[src/gbd_pkg.sv]
// ----------------------------------------------------------------------------
// gbd_pkg: shared types and constants of the blur and downsample unit
// Command and status words between controller and datapath, register
// indexes, reset values and fixed field widths.
// ----------------------------------------------------------------------------
package gbd_pkg;

  localparam int IN_W       = 16;
  localparam int TAP_W      = 16;
  localparam int OUT_X_W    = 9;
  localparam int OUT_Y_W    = 12;
  localparam int CFG_IDX_W  = 3;
  localparam int CFG_DATA_W = 16;
  localparam int WIDTH_REG_W  = 10;
  localparam int HEIGHT_REG_W = 13;

  localparam int MAX_OUT_HEIGHT = 4096;
  localparam int ROW_W          = 14;
  localparam int ROW_D3_W       = 13;
  localparam int STORE_ROWS     = 6;
  localparam int V_TAPS         = 7;

  localparam int RECIP_W   = 21;
  localparam logic [RECIP_W-1:0] AVG_RECIP = 21'd1864135;
  localparam int AVG_SHIFT = 24;

  localparam logic [CFG_IDX_W-1:0] CFG_OUT_WIDTH  = 3'd0;
  localparam logic [CFG_IDX_W-1:0] CFG_OUT_HEIGHT = 3'd1;
  localparam logic [CFG_IDX_W-1:0] CFG_TAP_OUTER  = 3'd2;
  localparam logic [CFG_IDX_W-1:0] CFG_TAP_INNER  = 3'd3;
  localparam logic [CFG_IDX_W-1:0] CFG_TAP_CENTER = 3'd4;

  localparam logic [WIDTH_REG_W-1:0]  RST_OUT_WIDTH  = 10'd512;
  localparam logic [HEIGHT_REG_W-1:0] RST_OUT_HEIGHT = 13'd256;
  localparam logic [TAP_W-1:0]        RST_TAP_OUTER  = 16'd7871;
  localparam logic [TAP_W-1:0]        RST_TAP_INNER  = 16'd15329;
  localparam logic [TAP_W-1:0]        RST_TAP_CENTER = 16'd19209;

  typedef enum logic [2:0] {
    S_IDLE, S_LOAD, S_FETCH, S_VMAC, S_WIN, S_HMAC, S_AVG, S_EMIT
  } gbd_state_t;

  typedef struct packed {
    logic in_valid;
    logic complete;
    logic fetch_done;
    logic mac_done;
    logic col_ge2;
    logic emit_cond;
    logic out_free;
  } gbd_sts_t;

  typedef struct packed {
    logic take;
    logic store_wr;
    logic fetch_run;
    logic mac_clr;
    logic mac_run;
    logic mac_horiz;
    logic win_upd;
    logic avg_run;
    logic emit;
  } gbd_cmd_t;

endpackage

[src/gbd_ctrl.sv]
// ----------------------------------------------------------------------------
// gbd_ctrl: sequencing state machine
// Stores each pixel; on a completing row runs row fetch, vertical filtering,
// window update and, once due, horizontal filtering, averaging and output.
// ----------------------------------------------------------------------------
module gbd_ctrl (
  input  logic              clk,
  input  logic              rst,
  input  gbd_pkg::gbd_sts_t sts,
  output gbd_pkg::gbd_cmd_t cmd
);
  import gbd_pkg::*;

  gbd_state_t state, state_next;

  always_ff @(posedge clk) begin
    if (rst) begin
      state <= S_IDLE;
    end else begin
      state <= state_next;
    end
  end

  always_comb begin
    state_next = state;
    cmd        = '0;
    unique case (state)
      S_IDLE: begin
        cmd.take = 1'b1;
        if (sts.in_valid) state_next = S_LOAD;
      end
      S_LOAD: begin
        if (sts.complete) begin
          state_next = S_FETCH;
        end else begin
          cmd.store_wr = 1'b1;
          state_next   = S_IDLE;
        end
      end
      S_FETCH: begin
        cmd.fetch_run = 1'b1;
        if (sts.fetch_done) begin
          // The word replaces the oldest stored row only once that row is read.
          cmd.store_wr = 1'b1;
          cmd.mac_clr  = 1'b1;
          state_next   = S_VMAC;
        end
      end
      S_VMAC: begin
        cmd.mac_run = 1'b1;
        if (sts.mac_done) state_next = S_WIN;
      end
      S_WIN: begin
        cmd.win_upd = 1'b1;
        if (sts.col_ge2) begin
          cmd.mac_clr = 1'b1;
          state_next  = S_HMAC;
        end else begin
          state_next = S_IDLE;
        end
      end
      S_HMAC: begin
        cmd.mac_run   = 1'b1;
        cmd.mac_horiz = 1'b1;
        if (sts.mac_done) state_next = sts.emit_cond ? S_AVG : S_IDLE;
      end
      S_AVG: begin
        cmd.avg_run = 1'b1;
        state_next  = S_EMIT;
      end
      S_EMIT: begin
        if (sts.out_free) begin
          cmd.emit   = 1'b1;
          state_next = S_IDLE;
        end
      end
      default: state_next = S_IDLE;
    endcase
  end

  // An accepted word always goes on to the store write.
  a_accept_load: assert property (@(posedge clk) disable iff (rst)
    (state == S_IDLE && sts.in_valid) |=> state == S_LOAD)
    else $error("accepted word did not reach the store write");

  a_cmd_excl: assert property (@(posedge clk) disable iff (rst)
    $onehot0({cmd.take, cmd.fetch_run, cmd.mac_run, cmd.win_upd,
              cmd.avg_run, cmd.emit}))
    else $error("conflicting datapath commands");

  a_emit_hold: assert property (@(posedge clk) disable iff (rst)
    (state == S_EMIT && !sts.out_free) |=> state == S_EMIT)
    else $error("result left the emit state while the output was full");

endmodule

[config.mk]
export PLATFORM = sky130hd
export DESIGN_NAME = gbd_ctrl
export DESIGN_NICKNAME = d
export VERILOG_FILES = /design/src/gbd_pkg.sv /design/src/gbd_ctrl.sv
export SDC_FILE = /design/constraint.sdc
export NUM_CORES = 1
export LEC_CHECK = 0
export ABC_AREA = 1
export BUFFER_PORTS_ARGS = -buffer_cell sky130_fd_sc_hd__buf_2
export CAP_MARGIN = 20
export CORE_AREA = 10 10 47 49
export CTS_CLUSTER_SIZE = 16
export DETAILED_ROUTE_END_ITERATION = 8
export DIE_AREA = 0 0 57 59
export GPL_TIMING_DRIVEN = 0
export PLACE_DENSITY = 0.66
export REMOVE_ABC_BUFFERS = 1
export SKIP_LAST_GASP = 1
export SYNTH_ARGS = -nofsm -noshare
export SYNTH_HDL_FRONTEND = slang
export SYNTH_SLANG_ARGS = --single-unit
[constraint.sdc]
create_clock -name clk -period 1.05 [get_ports clk]
set_clock_uncertainty 0.05 [all_clocks]
set_input_delay 0.21 -clock clk [delete_from_list [all_inputs] [get_ports clk]]
set_output_delay 0.21 -clock clk [all_outputs]
set_load 0.03 [all_outputs]
==> flow_summary_export.csv <==
group,metric,value,unit
floorplanning,die-area,0.003363,mm^2
route,drc,0,
timing,worstMarginPinSlew,0.1749,ns
final_layout,nets,109,
timing,period_needed,1.398,ns
timing,slew_violations,0,
global_routing,grt_pass1_wl,2.539,mm
worst_setup_path,crit_path_start_kind,"flip-flop",
route,dr_wl_met2,901,um
route,ant_nets,0,
global_routing,grt_max_degree,11,
cts,cts.htree.levels,1,
global_routing,grtUsageTotal,0.09036,
synth,synth_edf_count,0,
timing,finalCritPeriodShare,1.332,
final_layout,drive_above_1_share,0.6566,
synth,ys.flop_type,"dfxtp_1",
cts,clkTransAtPathRegs,0.03,ns
synth,yosys-top-cells-count,"12 x inv_1, 12 x nand2_1, 6 x nor2_1",
worst_setup_path,worst_setup_path_end_kind,"output pin",
global_routing,first_global_vias,580,
synth,ys_seq_area_frac,0.1383,
route,dr.pass1.iters,4,
floorplanning,dieHeight,59,um
floorplanning,coreArea,0.001401,mm^2
floorplanning,dieWidth,57,um
synth,yosysTopAreaCell,"dfxtp_1",
timing,grt_setup_unrepaired,"true",
placed_design,routabilityCongestion,0.8211,
cts,tritoncts,"yes",
placed_design,dp_hpwl,874.5,um
timing,setup_slack,-0.3485,ns
pwr,p_leak,0.4514,nW
timing,hold_viol,0,
floorplanning,io_pins,18,
placed_design,pre_cts_ws,-0.5316,ns
hold_path,hold_class,"primary input to flip-flop",
worst_setup_path,crit_arrival,1.14,ns
pwr,irDropWorstVdd,1378,uV
synth,synth-seq-cells,3,
synth,ys_types,18,
timing,max_freq,0.7151,GHz
synth,syn_area,434.2,um^2
pwr,powerDensity,3064,mW/mm^2
final_layout,reg.largest.list,"state x3",
final_layout,largest_reg_flops,3,
global_routing,grt_overflow_total,0,
route,via_per_inst,4.939,
synth,synthArstFlopShare,0,
final_layout,syn_to_final_growth,76.08,%
synth,ys_warn_count,0,
final_layout,antenna_cells,0,
timing,finalSetupViolCount,12,
timing,maxSlewHeadroom,0.8825,
worst_setup_path,critPathKind,"flip-flop to output pin",
route,totalWireLength,1.666,mm
flow_run,drv_cap,0,
final_layout,final_util,0.5455,
synth,synth_top_cell_area_share,0.1383,
cts,clk_latency,0.23,ns
route,routed.top_layer,"met4",
worst_setup_path,worstPathMaxFanout,8,
cts,cts-root-buf,"clkbuf_4",
route,routedWlPerCell,14.49,um
synth,synth_cells,66,
route,dr_total_vias,568,
cts,cts_hold_buf,0,
floorplanning,rows,14,
final_layout,largest-register,"state",
outcome,violations,"setup timing",
placed_design,numPortBuffers,17,
final_layout,fill_cells,130,
outcome,status,"complete, but fails checks",
cts,clock_sinks,3,
cts,numCtsBuffers,3,
floorplanning,initial_core_util,0.3098,
synth,syn_area_per_cell,6.578,um^2
global_routing,antenna_found_initial,0,
route,wl_met3,98,um
route,drtIter0Drc,2,
cts,ctsLongestPathBuffers,2,
synth,synth.area.top_cells,"dfxtp_1 14%, nand3_2 12%, inv_1 10%, nand2_1 10%, buf_6 7.8%",
worst_setup_path,required,0.79,ns
route,drt-met1-wl,607,um
-- critical path, cell delays in order, from the launching register on --
cell and delay [ns]:
dfxtp_4 0.39, buf_6 0.13, nor3_1 0.19, buf_4 0.19
-- layout make-up --
cell class | count | area, um^2 | area share
Clock buffer | 4 | 26.28 | 0.03437
Inverter | 14 | 62.56 | 0.08183
Multi-Input combinational cell | 46 | 326.6 | 0.4272
Sequential cell | 3 | 71.32 | 0.09329
Tap cell | 16 | 20.02 | 0.02619
Timing Repair Buffer | 32 | 257.7 | 0.3372
-- layer usage --
metal / vias to the layer above / GRT usage
met5: - / 0
met2: 17 / 0.1519
li1: 273 / -
met1: 272 / 0.09037
met4: 0 / 0.06040
met3: 6 / 0.03648
-- cells in the final DEF, fill, tap and decap left out, types with 2 or more instances in the layout --
| cell | Yosys | final |
|---|---|---|
| buf_2 | 0 | 8 |
| buf_4 | 0 | 14 |
| buf_6 | 3 | 10 |
| clkbuf_4 | 0 | 3 |
| dfxtp_4 | 0 | 3 |
| inv_1 | 12 | 9 |
| inv_2 | 0 | 2 |
| inv_4 | 1 | 2 |
| nand2_1 | 12 | 11 |
| nand2_2 | 3 | 4 |
| nand2_4 | 3 | 3 |
| nand3_2 | 5 | 8 |
| nand4_1 | 3 | 3 |
| nor2_1 | 6 | 6 |
| nor2_4 | 2 | 3 |
-- worst paths after layout --
| path | start | endpoint | slack, ns | cells past startpoint |
|---|---|---|---|---|
| worst max-delay path | state[1] | cmd[2] | -0.35 | 3 |
| worst min-delay path | rst | state[1] | 0.22 | 4 |
| worst max register to register | state[0] | state[2] | -0.28 | 8 |
| worst min register to register | state[2] | state[2] | 0.63 | 4 |
-- stage by stage --
stage / area [um^2] / hold WS (ns) / TNS [ns] / cells / total power, mW
detailed placement: 505.5 / 0.4390 / -4.628 / 96 / 1.368
global route: 764.5 / 0.2331 / -4.300 / 115 / 2.494
floorplan: 400.4 / 0.3279 / -4.233 / 63 / 1.122
finish: 764.5 / 0.2194 / -3.636 / 115 / 2.342
CTS: 713.2 / 0.2013 / -3.450 / 112 / 2.093
global placement: 505.5 / 0.4348 / -4.466 / 96 / 1.353
-- where the power goes --
part	internal, mW	leakage (nW)	total (mW)	switching [mW]
logic	0.812	0.410	1.76	0.944
clock network	0.142	0.0150	0.194	0.0517
registers	0.196	0.0267	0.392	0.196
total	1.15	0.451	2.34	1.19
-- logic make-up after synthesis --
group / after synthesis / synth area share
AO/OA/AOI/OAI: 2 / 0.02593
AND/OR/NAND/NOR: 44 / 0.6196
flip-flops: 3 / 0.1383
buffers and inverters: 17 / 0.2161
-- timing repair --
action,CTS,global route
resized for setup,34,6
setup endpoints to repair,12,12
pin swaps,12,9
buffers inserted,12,3
Power figures use the tool's default switching activity.
